--- src/hdl/mi4_pkg.sv ---
// Shared constants and types of the matrix inverse unit.
package mi4_pkg;

  localparam int DIM_DEF       = 4;
  localparam int FRAC_BITS_DEF = 16;
  localparam int WORD_W        = 32;

  // Status of the shared divider as seen by the sequencer.
  typedef struct packed {
    logic busy;
    logic done;
  } mi4_div_stat_t;

endpackage

--- src/hdl/mi4_ram.sv ---
// Generic single-write, single-read RAM with registered read data.
module mi4_ram #(
  parameter int WIDTH = 32,
  parameter int DEPTH = 32
) (
  input  logic                     clk,
  input  logic                     we,
  input  logic [$clog2(DEPTH)-1:0] waddr,
  input  logic [WIDTH-1:0]         wdata,
  input  logic [$clog2(DEPTH)-1:0] raddr,
  output logic [WIDTH-1:0]         rdata
);

  logic [WIDTH-1:0] mem [DEPTH];

  always_ff @(posedge clk) begin
    if (we) begin
      mem[waddr] <= wdata;
    end
    rdata <= mem[raddr];
  end

endmodule

--- src/hdl/mi4_div.sv ---
// Bit-serial signed fixed-point divider with saturation, one quotient bit per cycle.
module mi4_div #(
  parameter int FRAC_BITS = mi4_pkg::FRAC_BITS_DEF
) (
  input  logic                          clk,
  input  logic                          rst_n,
  input  logic                          start,
  input  logic signed [mi4_pkg::WORD_W-1:0] num,
  input  logic signed [mi4_pkg::WORD_W-1:0] den,
  output mi4_pkg::mi4_div_stat_t        stat,
  output logic signed [mi4_pkg::WORD_W-1:0] quot
);

  localparam int W  = mi4_pkg::WORD_W;
  localparam int NW = W + FRAC_BITS;
  localparam int CNW = $clog2(NW + 1);

  logic [NW-1:0]  dvd_r, dvd_nxt;
  logic [W-1:0]   rem_r, rem_nxt, dmag_r, dmag_nxt;
  logic [CNW-1:0] cnt_r, cnt_nxt;
  logic           neg_r, neg_nxt;
  logic           busy_r, busy_nxt, done_r, done_nxt;

  logic [W-1:0]   num_mag, den_mag;
  logic [W:0]     rem_sh;
  logic [NW:0]    q_ext;

  assign num_mag = num[W-1] ? W'(-num) : W'(num);
  assign den_mag = den[W-1] ? W'(-den) : W'(den);
  assign rem_sh  = {rem_r, dvd_r[NW-1]};

  always_comb begin
    dvd_nxt  = dvd_r;
    rem_nxt  = rem_r;
    dmag_nxt = dmag_r;
    cnt_nxt  = cnt_r;
    neg_nxt  = neg_r;
    busy_nxt = busy_r;
    done_nxt = 1'b0;
    if (start) begin
      dvd_nxt  = {num_mag, {FRAC_BITS{1'b0}}};
      rem_nxt  = '0;
      dmag_nxt = den_mag;
      cnt_nxt  = '0;
      neg_nxt  = num[W-1] ^ den[W-1];
      busy_nxt = 1'b1;
    end else if (busy_r) begin
      // Restoring step: the quotient bit enters at the bottom of the dividend.
      if (rem_sh >= {1'b0, dmag_r}) begin
        rem_nxt = W'(rem_sh - {1'b0, dmag_r});
        dvd_nxt = {dvd_r[NW-2:0], 1'b1};
      end else begin
        rem_nxt = rem_sh[W-1:0];
        dvd_nxt = {dvd_r[NW-2:0], 1'b0};
      end
      cnt_nxt = cnt_r + 1'b1;
      if (cnt_r == CNW'(NW - 1)) begin
        busy_nxt = 1'b0;
        done_nxt = 1'b1;
      end
    end
  end

  always_ff @(posedge clk) begin
    if (!rst_n) begin
      busy_r <= 1'b0;
      done_r <= 1'b0;
    end else begin
      busy_r <= busy_nxt;
      done_r <= done_nxt;
    end
    dvd_r  <= dvd_nxt;
    rem_r  <= rem_nxt;
    dmag_r <= dmag_nxt;
    cnt_r  <= cnt_nxt;
    neg_r  <= neg_nxt;
  end

  // Apply the sign to the magnitude and clamp to the word range.
  assign q_ext = {1'b0, dvd_r};
  always_comb begin
    if (neg_r) begin
      if (q_ext > (NW+1)'(64'h8000_0000)) begin
        quot = {1'b1, {(W-1){1'b0}}};
      end else begin
        quot = W'(-q_ext);
      end
    end else begin
      if (q_ext > (NW+1)'(64'h7FFF_FFFF)) begin
        quot = {1'b0, {(W-1){1'b1}}};
      end else begin
        quot = W'(q_ext);
      end
    end
  end

  assign stat.busy = busy_r;
  assign stat.done = done_r;

endmodule

--- src/hdl/matrix4_inverse_gauss_jordan_unit.sv ---
// Top level of the DIM x DIM fixed-point matrix inverse unit (Gauss-Jordan).
//
// Usage: the input stream carries one matrix entry per word, signed with
// FRAC_BITS fraction bits, in row-major order; in_tlast marks the last entry
// and starts the inversion. in_tready is high only while the unit loads, so
// one matrix is worked at a time. Extra unflagged words overwrite the last
// slot; an early flagged word starts the inversion with the slots not loaded
// keeping their previous contents.
// The result stream then carries the DIM*DIM inverse entries, row-major,
// saturated, with out_tlast on the final one. out_tuser is the singular flag:
// when a zero pivot is met every result word is zero and the flag is set.
// Loading accepts one word per cycle. The inversion is run by one
// sequencer around a shared bit-serial divider (2*DIM*DIM divisions) and
// one registered multiplier (each multiply-subtract reads the single RAM
// port twice). The default setting is a 4x4 matrix in Q16.16. Each result
// word is read from the RAM only after the previous one has been taken.
// A stalled receiver simply holds the current result word in the output
// register. Reset returns the unit to loading with the load position at zero.
module matrix4_inverse_gauss_jordan_unit #(
  parameter int DIM       = mi4_pkg::DIM_DEF,
  parameter int FRAC_BITS = mi4_pkg::FRAC_BITS_DEF
) (
  input  logic        clk,
  input  logic        rst_n,
  input  logic        in_tvalid,
  output logic        in_tready,
  input  logic [31:0] in_tdata,   // [31:0] element_value
  input  logic        in_tlast,   // last_element
  output logic        out_tvalid,
  input  logic        out_tready,
  output logic [31:0] out_tdata,  // [31:0] result_value
  output logic        out_tlast,  // last_result
  output logic        out_tuser   // [0] singular
);

  localparam int W     = mi4_pkg::WORD_W;
  localparam int NCOLS = 2 * DIM;
  localparam int DEPTH = DIM * NCOLS;
  localparam int AW    = $clog2(DEPTH);
  localparam int IW    = $clog2(DIM);
  localparam int CW    = $clog2(NCOLS);
  localparam logic [IW-1:0] LAST_I = IW'(DIM - 1);
  localparam logic [CW-1:0] LAST_C = CW'(NCOLS - 1);

  typedef enum logic [16:0] {
    S_LOAD    = 17'h00001,
    S_IDENT   = 17'h00002,
    S_PIV_RD  = 17'h00004,
    S_PIV_WT  = 17'h00008,
    S_DIV_RD  = 17'h00010,
    S_DIV_WT  = 17'h00020,
    S_DIV_RUN = 17'h00040,
    S_K_RD    = 17'h00080,
    S_K_WT    = 17'h00100,
    S_V_RD    = 17'h00200,
    S_A_RD    = 17'h00400,
    S_A_WT    = 17'h00800,
    S_MS_WR   = 17'h01000,
    S_OUT_RD  = 17'h02000,
    S_OUT_WT  = 17'h04000,
    S_OUT     = 17'h08000,
    S_SPARE   = 17'h10000
  } state_t;

  function automatic logic [AW-1:0] cell_addr(input logic [IW-1:0] row,
                                              input logic [CW-1:0] col);
    logic [AW-1:0] base;
    base = AW'(AW'(row) * AW'(NCOLS));
    return base + AW'(col);
  endfunction

  state_t        state_r, state_nxt;
  logic [IW-1:0] i_r, i_nxt, r_r, r_nxt;
  logic [CW-1:0] c_r, c_nxt;
  logic          back_r, back_nxt;
  logic [IW-1:0] ld_row_r, ld_row_nxt, ld_col_r, ld_col_nxt;
  logic [IW-1:0] orow_r, orow_nxt, ocol_r, ocol_nxt;
  logic          sing_r, sing_nxt;
  logic          out_valid_r, out_valid_nxt, out_last_r, out_last_nxt;

  logic signed [W-1:0]   p_r, k_r, v_r, a_r, out_data_r;
  logic signed [2*W-1:0] prod_r;

  logic                ram_we;
  logic [AW-1:0]       ram_waddr, ram_raddr;
  logic [W-1:0]        ram_wdata, ram_rdata;

  logic                   div_start;
  mi4_pkg::mi4_div_stat_t div_stat;
  logic signed [W-1:0]    div_quot;

  logic signed [2*W-1:0] prod_sh;
  logic signed [2*W:0]   diff;
  logic signed [W-1:0]   diff_sat;

  logic in_acc;
  assign in_acc = in_tvalid && in_tready;

  mi4_ram #(.WIDTH(W), .DEPTH(DEPTH)) u_store (
    .clk  (clk),
    .we   (ram_we),
    .waddr(ram_waddr),
    .wdata(ram_wdata),
    .raddr(ram_raddr),
    .rdata(ram_rdata)
  );

  mi4_div #(.FRAC_BITS(FRAC_BITS)) u_div (
    .clk  (clk),
    .rst_n(rst_n),
    .start(div_start),
    .num  (ram_rdata),
    .den  (p_r),
    .stat (div_stat),
    .quot (div_quot)
  );

  assign div_start = (state_r == S_DIV_WT);

  // Multiply-subtract: the product is floored by the arithmetic shift.
  assign prod_sh = prod_r >>> FRAC_BITS;
  assign diff    = {{(W+1){a_r[W-1]}}, a_r} - {prod_sh[2*W-1], prod_sh};
  always_comb begin
    if (diff > (2*W+1)'(64'sh7FFF_FFFF)) begin
      diff_sat = {1'b0, {(W-1){1'b1}}};
    end else if (diff < -(2*W+1)'(64'sh8000_0000)) begin
      diff_sat = {1'b1, {(W-1){1'b0}}};
    end else begin
      diff_sat = diff[W-1:0];
    end
  end

  // Read address for the RAM, set in the cycle before the registered read data is used.
  always_comb begin
    unique case (state_r)
      S_PIV_RD: ram_raddr = cell_addr(i_r, CW'(i_r));
      S_DIV_RD: ram_raddr = cell_addr(i_r, c_r);
      S_K_RD:   ram_raddr = cell_addr(r_r, CW'(i_r));
      S_V_RD:   ram_raddr = cell_addr(i_r, c_r);
      S_A_RD:   ram_raddr = cell_addr(r_r, c_r);
      S_OUT_RD: ram_raddr = cell_addr(orow_r, CW'(DIM) + CW'(ocol_r));
      default:  ram_raddr = '0;
    endcase
  end

  // Single write port shared by loading, identity fill, division and update.
  always_comb begin
    ram_we    = 1'b0;
    ram_waddr = '0;
    ram_wdata = '0;
    unique case (state_r)
      S_LOAD: begin
        ram_we    = in_acc;
        ram_waddr = cell_addr(ld_row_r, CW'(ld_col_r));
        ram_wdata = in_tdata;
      end
      S_IDENT: begin
        ram_we    = 1'b1;
        ram_waddr = cell_addr(r_r, CW'(DIM) + c_r);
        ram_wdata = (CW'(r_r) == c_r) ? W'(64'd1 << FRAC_BITS) : '0;
      end
      S_DIV_RUN: begin
        ram_we    = div_stat.done;
        ram_waddr = cell_addr(i_r, c_r);
        ram_wdata = div_quot;
      end
      S_MS_WR: begin
        ram_we    = 1'b1;
        ram_waddr = cell_addr(r_r, c_r);
        ram_wdata = diff_sat;
      end
      default: begin
        ram_we = 1'b0;
      end
    endcase
  end

  // Sequencer.
  always_comb begin
    state_nxt     = state_r;
    i_nxt         = i_r;
    r_nxt         = r_r;
    c_nxt         = c_r;
    back_nxt      = back_r;
    ld_row_nxt    = ld_row_r;
    ld_col_nxt    = ld_col_r;
    orow_nxt      = orow_r;
    ocol_nxt      = ocol_r;
    sing_nxt      = sing_r;
    out_valid_nxt = out_valid_r;
    out_last_nxt  = out_last_r;
    unique case (state_r)
      S_LOAD: begin
        if (in_acc) begin
          if (in_tlast) begin
            ld_row_nxt = '0;
            ld_col_nxt = '0;
            r_nxt      = '0;
            c_nxt      = '0;
            sing_nxt   = 1'b0;
            back_nxt   = 1'b0;
            state_nxt  = S_IDENT;
          end else if (ld_col_r != LAST_I) begin
            ld_col_nxt = ld_col_r + 1'b1;
          end else if (ld_row_r != LAST_I) begin
            ld_col_nxt = '0;
            ld_row_nxt = ld_row_r + 1'b1;
          end
        end
      end
      S_IDENT: begin
        if (c_r != CW'(DIM - 1)) begin
          c_nxt = c_r + 1'b1;
        end else begin
          c_nxt = '0;
          if (r_r != LAST_I) begin
            r_nxt = r_r + 1'b1;
          end else begin
            i_nxt     = '0;
            state_nxt = S_PIV_RD;
          end
        end
      end
      S_PIV_RD: state_nxt = S_PIV_WT;
      S_PIV_WT: begin
        if (ram_rdata == '0) begin
          sing_nxt  = 1'b1;
          orow_nxt  = '0;
          ocol_nxt  = '0;
          state_nxt = S_OUT_RD;
        end else begin
          c_nxt     = LAST_C;
          state_nxt = S_DIV_RD;
        end
      end
      S_DIV_RD: state_nxt = S_DIV_WT;
      S_DIV_WT: state_nxt = S_DIV_RUN;
      S_DIV_RUN: begin
        if (div_stat.done) begin
          if (c_r != '0) begin
            c_nxt     = c_r - 1'b1;
            state_nxt = S_DIV_RD;
          end else if (i_r != LAST_I) begin
            r_nxt     = i_r + 1'b1;
            state_nxt = S_K_RD;
          end else begin
            // Forward pass finished: start clearing above the pivots.
            back_nxt  = 1'b1;
            i_nxt     = LAST_I;
            r_nxt     = IW'(DIM - 2);
            state_nxt = S_K_RD;
          end
        end
      end
      S_K_RD: state_nxt = S_K_WT;
      S_K_WT: begin
        c_nxt     = back_r ? CW'(r_r) : '0;
        state_nxt = S_V_RD;
      end
      S_V_RD: state_nxt = S_A_RD;
      S_A_RD: state_nxt = S_A_WT;
      S_A_WT: state_nxt = S_MS_WR;
      S_MS_WR: begin
        if (c_r != LAST_C) begin
          c_nxt     = c_r + 1'b1;
          state_nxt = S_V_RD;
        end else if (!back_r) begin
          if (r_r != LAST_I) begin
            r_nxt     = r_r + 1'b1;
            state_nxt = S_K_RD;
          end else begin
            i_nxt     = i_r + 1'b1;
            state_nxt = S_PIV_RD;
          end
        end else if (r_r != '0) begin
          r_nxt     = r_r - 1'b1;
          state_nxt = S_K_RD;
        end else if (i_r != IW'(1)) begin
          i_nxt     = i_r - 1'b1;
          r_nxt     = i_r - IW'(2);
          state_nxt = S_K_RD;
        end else begin
          orow_nxt  = '0;
          ocol_nxt  = '0;
          state_nxt = S_OUT_RD;
        end
      end
      S_OUT_RD: state_nxt = S_OUT_WT;
      S_OUT_WT: begin
        out_valid_nxt = 1'b1;
        out_last_nxt  = (orow_r == LAST_I) && (ocol_r == LAST_I);
        state_nxt     = S_OUT;
      end
      S_OUT: begin
        if (out_tready) begin
          out_valid_nxt = 1'b0;
          if (out_last_r) begin
            state_nxt = S_LOAD;
          end else begin
            if (ocol_r != LAST_I) begin
              ocol_nxt = ocol_r + 1'b1;
            end else begin
              ocol_nxt = '0;
              orow_nxt = orow_r + 1'b1;
            end
            state_nxt = S_OUT_RD;
          end
        end
      end
      default: state_nxt = S_LOAD;
    endcase
  end

  always_ff @(posedge clk) begin
    if (!rst_n) begin
      state_r     <= S_LOAD;
      i_r         <= '0;
      r_r         <= '0;
      c_r         <= '0;
      back_r      <= 1'b0;
      ld_row_r    <= '0;
      ld_col_r    <= '0;
      orow_r      <= '0;
      ocol_r      <= '0;
      sing_r      <= 1'b0;
      out_valid_r <= 1'b0;
      out_last_r  <= 1'b0;
    end else begin
      state_r     <= state_nxt;
      i_r         <= i_nxt;
      r_r         <= r_nxt;
      c_r         <= c_nxt;
      back_r      <= back_nxt;
      ld_row_r    <= ld_row_nxt;
      ld_col_r    <= ld_col_nxt;
      orow_r      <= orow_nxt;
      ocol_r      <= ocol_nxt;
      sing_r      <= sing_nxt;
      out_valid_r <= out_valid_nxt;
      out_last_r  <= out_last_nxt;
    end
  end

  // Datapath registers: pivot, row factor, operands, product, result word.
  always_ff @(posedge clk) begin
    if (state_r == S_PIV_WT) begin
      p_r <= ram_rdata;
    end
    if (state_r == S_K_WT) begin
      k_r <= ram_rdata;
    end
    if (state_r == S_A_RD) begin
      v_r <= ram_rdata;
    end
    if (state_r == S_A_WT) begin
      a_r    <= ram_rdata;
      prod_r <= k_r * v_r;
    end
    if (state_r == S_OUT_WT) begin
      out_data_r <= sing_r ? '0 : ram_rdata;
    end
  end

  assign in_tready  = (state_r == S_LOAD);
  assign out_tvalid = out_valid_r;
  assign out_tdata  = out_data_r;
  assign out_tlast  = out_last_r;
  assign out_tuser  = sing_r;

endmodule

--- config.mk ---
export PLATFORM = sky130hd
export DESIGN_NAME = matrix4_inverse_gauss_jordan_unit
export DESIGN_NICKNAME = d
export VERILOG_FILES = /design/src/hdl/mi4_pkg.sv /design/src/hdl/mi4_ram.sv /design/src/hdl/mi4_div.sv /design/src/hdl/matrix4_inverse_gauss_jordan_unit.sv
export SDC_FILE = /design/constraint.sdc
export NUM_CORES = 2
export LEC_CHECK = 0
export BUFFER_PORTS_ARGS = -buffer_cell sky130_fd_sc_hd__buf_2
export CAP_MARGIN = 20
export CELL_PAD_IN_SITES_DETAIL_PLACEMENT = 1
export CELL_PAD_IN_SITES_GLOBAL_PLACEMENT = 1
export CORE_ASPECT_RATIO = 1.1
export CORE_MARGIN = 2
export CORE_UTILIZATION = 40
export DETAILED_ROUTE_END_ITERATION = 12
export GPL_TIMING_DRIVEN = 0
export HOLD_SLACK_MARGIN = 0.06
export PLACE_DENSITY_LB_ADDON = 0.1
export SLEW_MARGIN = 20
export SYNTH_ARGS = -nofsm -noshare
export SYNTH_HDL_FRONTEND = slang
export SYNTH_SLANG_ARGS = --single-unit
--- constraint.sdc ---
create_clock -name clk -period 8.5 [get_ports clk]
set_clock_uncertainty 0.05 [all_clocks]
set_input_delay 0.425 -clock clk [delete_from_list [all_inputs] [get_ports clk]]
set_output_delay 0.425 -clock clk [all_outputs]
set_load 0.01 [all_outputs]
# Yosys cells after proc, flatten, opt, wreduce, memory -nomap -nowiden

Memories as Yosys holds them, arrays and structs flattened. A register that Yosys moved wholly into a read port is not among the register bits.
Cells that the tools add are included.

Memories kept: 1
Word-level logic and storage cells: 241
Bits of input ports: 37
Bits in registers: 381
RAM bits: 1024

Memories:

| memory      | depth | width | read ports | clocked after Yosys merged registers in | wr ports | RTL line      | RTL |
|---|---|---|---|---|---|---|---|
| u_store.mem | 32    | 32    | 1          | 1                                       | 1        | mi4_ram.sv:14 | `logic [WIDTH-1:0] mem [DEPTH];` |

$mul: 1
Reduce and logical (&&, ||, !) cells: 29
Multiplexer cells: 98
Bitwise operators: 3
Magnitude comparators: 5
Equal/unequal tests: 51
Add/subtract/negate cells: 26

Operators with widths:

| kind                                                          | count |
|---|---|
| case mux 17 bit (16 select lines)                             | 1 |
| two-way mux 32 bit                                            | 7 |
| two-way mux 17 bit                                            | 9 |
| case mux 32 bit (4 select lines)                              | 1 |
| two-way mux 48 bit                                            | 2 |
| negation 32 bit                                               | 3 |
| two-way mux 2 bit                                             | 39 |
| multiplier 32 x 32 -> 64 bit                                  | 1 |
| two-way mux 14 bit                                            | 4 |
| > comparator 49 x 32 -> 1 bit (second input constant)         | 1 |
| less-than comparator 49 x 32 -> 1 bit (second input constant) | 1 |
| subtractor 32 x 48 -> 49 bit                                  | 1 |
| > comparator 48 x 31 -> 1 bit (second input constant)         | 1 |
| > comparator 48 x 32 -> 1 bit (second input constant)         | 1 |
| != test 2 bit (second input constant)                         | 21 |
| greater-or-equal comparator 33 x 32 -> 1 bit                  | 1 |
| zero test 32 bit                                              | 1 |
| subtractor 32 bit                                             | 1 |
| two-way mux 31 bit                                            | 1 |
| case mux 5 bit (5 select lines)                               | 1 |
| two-way mux 3 bit                                             | 7 |
| adder 5 x 3 -> 5 bit                                          | 4 |
| case mux 5 bit (4 select lines)                               | 1 |
| case mux 2 bit (3 select lines)                               | 3 |
| other kinds (55)                                              | 100 |

# Longest topological paths before layout

Depth in word-level cells: 6
Mapped depth: 30
Gate-level depth less buffers: 29

# By module

A second synthesis with hierarchy kept.

Cell total of the unflattened synthesis: 8381
Area total of the unflattened synthesis: 98154.1 um^2

By module, submodules not included:

| module                            | cells an instance | area each (um^2) | seq. area each (um^2) | instances |
|---|---|---|---|---|
| matrix4_inverse_gauss_jordan_unit | 5122              | 48900.6          | 6946.7                | 1 |
| mi4_ram                           | 2260              | 40487.6          | 31390.1               | 1 |
| mi4_div                           | 999               | 8765.9           | 3072.9                | 1 |

# Worst setup path before layout

Ideal clock, no wire load.

Path type: register to register
From: register state_r[9]
To: register state_r[0]
Data required time: 8334 ps
Cell stages (with the launch flop): 11
Setup time: 116 ps
Arrival: 8361 ps
Setup slack: -28 ps
Cells stage by stage: dfxtp_1 clkbuf_1 or4_1 nor2_1 or4b_1 nor3b_1 nor3_1 nand3_1 nand3_1 o21ai_0 nand2_1

Word-level cells in the longest chain between the ends: 4

RTL lines:

| element                                 | RTL line                                                                           | RTL |
|---|---|---|
| from (decl)                             | matrix4_inverse_gauss_jordan_unit.sv:72                                            | `state_t state_r, state_nxt;` |
| from (signal assigned)                  | matrix4_inverse_gauss_jordan_unit.sv:329                                           | `state_r <= state_nxt;` |
| equality test 17 x 1 -> 1 bit           | matrix4_inverse_gauss_jordan_unit.sv:192, matrix4_inverse_gauss_jordan_unit.sv:364 |  |
| logical AND 1 bit                       | matrix4_inverse_gauss_jordan_unit.sv:97                                            | `assign in_acc = in_tvalid && in_tready;` |
| != test 2 x 1 -> 1 bit (no source line) | --                                                                                 |  |
| AND reduction 6 bit (no source line)    | --                                                                                 |  |

Several ways; a longest one is shown, not always the timed one.
A chain may end at the register's enable or synchronous reset.

# Worst setup path in the final report

From: register v_r[16]
To: register prod_r[63] (data pin)

Word-level cells in the longest chain between the ends: 1

RTL lines:

| element                      | RTL line                                 | RTL |
|---|---|---|
| from (decl)                  | matrix4_inverse_gauss_jordan_unit.sv:81  | `logic signed [W-1:0] p_r, k_r, v_r, a_r, out_data_r;` |
| from (signal assigned)       | matrix4_inverse_gauss_jordan_unit.sv:353 | `v_r <= ram_rdata;` |
| multiplier 32 x 32 -> 64 bit | matrix4_inverse_gauss_jordan_unit.sv:357 | `prod_r <= k_r * v_r;` |
| to (signal assigned)         | matrix4_inverse_gauss_jordan_unit.sv:357 |  |
| to (decl)                    | matrix4_inverse_gauss_jordan_unit.sv:82  | `logic signed [2*W-1:0] prod_r;` |

Every way passes these cells.

==> metrics <==
outcome=finished with violations; failing checks=negative setup slack; worst slack, placed=-2.64 ns; Num CTS Buffers=153; Final min period=8.54 ns; reg2reg start=v_r[16]; async set-or-reset flop fraction in the synthesized netlist=0%; TritonCTS clock tree=built; worst stage delay on the critical path=0.60 ns; max cap viols=0; wire per inst=31.3 um; DRC Markers=0; slowest cell on the critical path=fa_1; commonest cells after routing, fill and taps aside=edfxtp_1, inv_1, fa_1; GRT Util Overall=30.4%; CP top delay family=adder cells; critical path arrival=9.05 ns; routability congestion estimate=0.961; Die W=471 um; H-Tree Depth=4; P&R area growth vs syn=16.7%; synth warn=0; final count of negative-setup-slack endpoints=2; RSZ-0062 raised after global routing=true; Initial Util=40.2%; Mapped Avg Cell Area=12.1 sq um; Crit path top cell by count=fa_1; area share of the largest cell type after synthesis=40.6%; core area=238,000 sq um; Core Rows=188; P_leak=44.1 nW; first-pass GRT wire length=526,000 um; NumNets Final=9,866; Clock Pin Slew Worst Setup and Hold Paths=0.06 ns; DIE HEIGHT=517 um; Yosys cell types=96; PwrDens=166 nW/um^2; vias post-DR=65.6k; Max Clock Freq=117 MHz; CTS root buffer=clkbuf_16; crit path kind=flop to flop; top_reg_cell synth=edfxtp_1; Gate Count Post-Synth=7,924; Final Instance Area=112,000 sq um; GRT Residual Overflow=0; commonest non-fill, non-tap cell in the layout=edfxtp_1; crit path from=v_r[16]; CP Data Required Time=9.02 ns; worst-margin pin slew=1.27 ns; largest net degree at the start of global routing=33; CP startpoint kind=flop; Via density=5.59; number of global-route vias before repair=71.7k; placed cell area=103,000 sq um; cell taking the most area after synthesis=edfxtp_1; post-DP HPWL=285,000 um; Hold WC Path Type=input port to flop; post-route antenna net violation count=0; CP bufs+invs=6; Fin. Hold Viols=0; #FFs+latches synth=1,420; layout cells sized above 1=15.0%; worst skew pair latency=0.83 ns; Post-Route WL=368,000 um; Mapped Nets=9,321; critical path fanouts, max=6; PortBufs=72; FF-to-FF setup slack=-0.04 ns; CP Capture Type=flop; synthesized area=95,800 sq um; max_slew headroom=15.2%; antenna violations before repair=30; dominant cells by area after synthesis=edfxtp_1, fa_1, inv_1, and2_1, ha_1; period utilisation layout=100%; EDFF count, synth=1,297; final setup margin=-0.0372 ns; worst-case clock buffer depth=3; CTS sink count=1,420; Util after Layout=46.9%; TNS Setup=-0.0534 ns; first drt pass iteration count=6; sequential-to-total area share from yosys stat=43.2%; fin. max-slew vios=0; Worst IR Drop VDD=0.230 mV; die area=243,000 sq um; Iteration-0 DRC Markers=5,334; I/O pin count=73; min-delay src=in_tdata[30]
[stage by stage]
step	total power [mW]	instances	hold WS (ns)
5_1_grt	19.0	11700	0.0861
2_1_floorplan	9.94	7924	0.389
6_report	18.6	11700	0.125
3_3_place_gp	11.5	11100	0.424
4_1_cts	18.6	11700	0.0716
3_5_place_dp	11.9	11200	0.443
[repair_timing]
item                                    CTS  global route
hold buffers                              5             0
endpoints found under the setup margin   41            14
resized for setup                       540           200
endpoints found under the hold margin    24             0
gates cloned                              1             3
buffers inserted                        158            65
pin swaps                                61           131
[cells by family (layout without fill, tap and decap cells)]
kind of cell	Yosys count	in the layout	synth area share [%]
buf+inv	1499	2164	6.03
mux	250	250	4.28
simple gates	2163	2163	11.2
xor+xnor	196	196	1.79
compound gates	1036	1036	7.27
flops	1420	1420	43.2
other cells	0	14	0
fa+ha+maj	1360	1360	26.2
[worst register-to-register path, delay by kind of cell (launching register included)]
family,cells,cell delay [ns]
buf+inv,6,0.80
simple gates,5,1.15
xor+xnor,1,0.14
compound gates,7,1.36
flops,1,0.42
fa+ha+maj,9,4.39
[synth_stat cells, drive strengths merged (16+ instances only)]
master     n
xnor2    114
nor3      52
mux4     128
nor2b     51
and2     580
o211ai    27
inv     1088
nor2     244
ha       277
o31ai     23
a21o      65
nand2b    29
a221oi    81
mux2i    122
nand4     63
edfxtp  1297
and3      22
dfxtp    123
buf       71
a21oi    196
nand2    891
xor2      82
a31oi    125
or3       34
nand3     91
clkbuf   339
o21ai    245
or4       16
nor4      26
a211oi    75
a22oi     91
fa      1083
[path summary, 6_finish.rpt]
kind	cells after the start	end
max	28	prod_r[63]
min	3	u_store.mem[3][30]
max reg2reg	28	prod_r[63]
min reg2reg	2	ld_row_r[1]
[registers in the layout (all words and copies together), names as in the netlist, 6 cells and up]
register	flops
u_store.mem	1024
prod_r	48
u_div.dvd_r	48
a_r	32
k_r	32
out_tdata	32
p_r	32
u_div.dmag_r	32
u_div.rem_r	32
u_store.rdata	32
v_r	32
state_r	16
u_div.cnt_r	6
[layout make-up]
cell class,instances,area (sq um)
fillers,24800,126000
multi-input cells,5005,50000
flip-flops and latches,1420,41400
repair buffers,399,4310
inverters,1089,4110
clock buffers,181,4020
well taps,3135,3920
plain buffers,401,3090
clock inverters,94,952
diodes,14,35.0
[per-layer routing]
layer | share of wire [%] | vias up | GRT usage (%) | wire [um]
li1 | - | 27900 | - | -
met1 | 39 | 35000 | 37.2 | 143000
met2 | 50 | 2073 | 52.9 | 183000
met3 | 4.9 | 688 | 3.50 | 17900
met4 | 6.6 | 2 | 15.7 | 24100
met5 | 0.0035 | - | 0 | 13
[where the power goes]
part           switching, mW  leakage [nW]  internal (mW)
clock                   2.99          2.41           3.75
combinational           1.69          28.8          0.837
sequential             0.768          12.8           8.52
total                   5.45          44.1           13.1
Power figures use the tool's default switching activity.
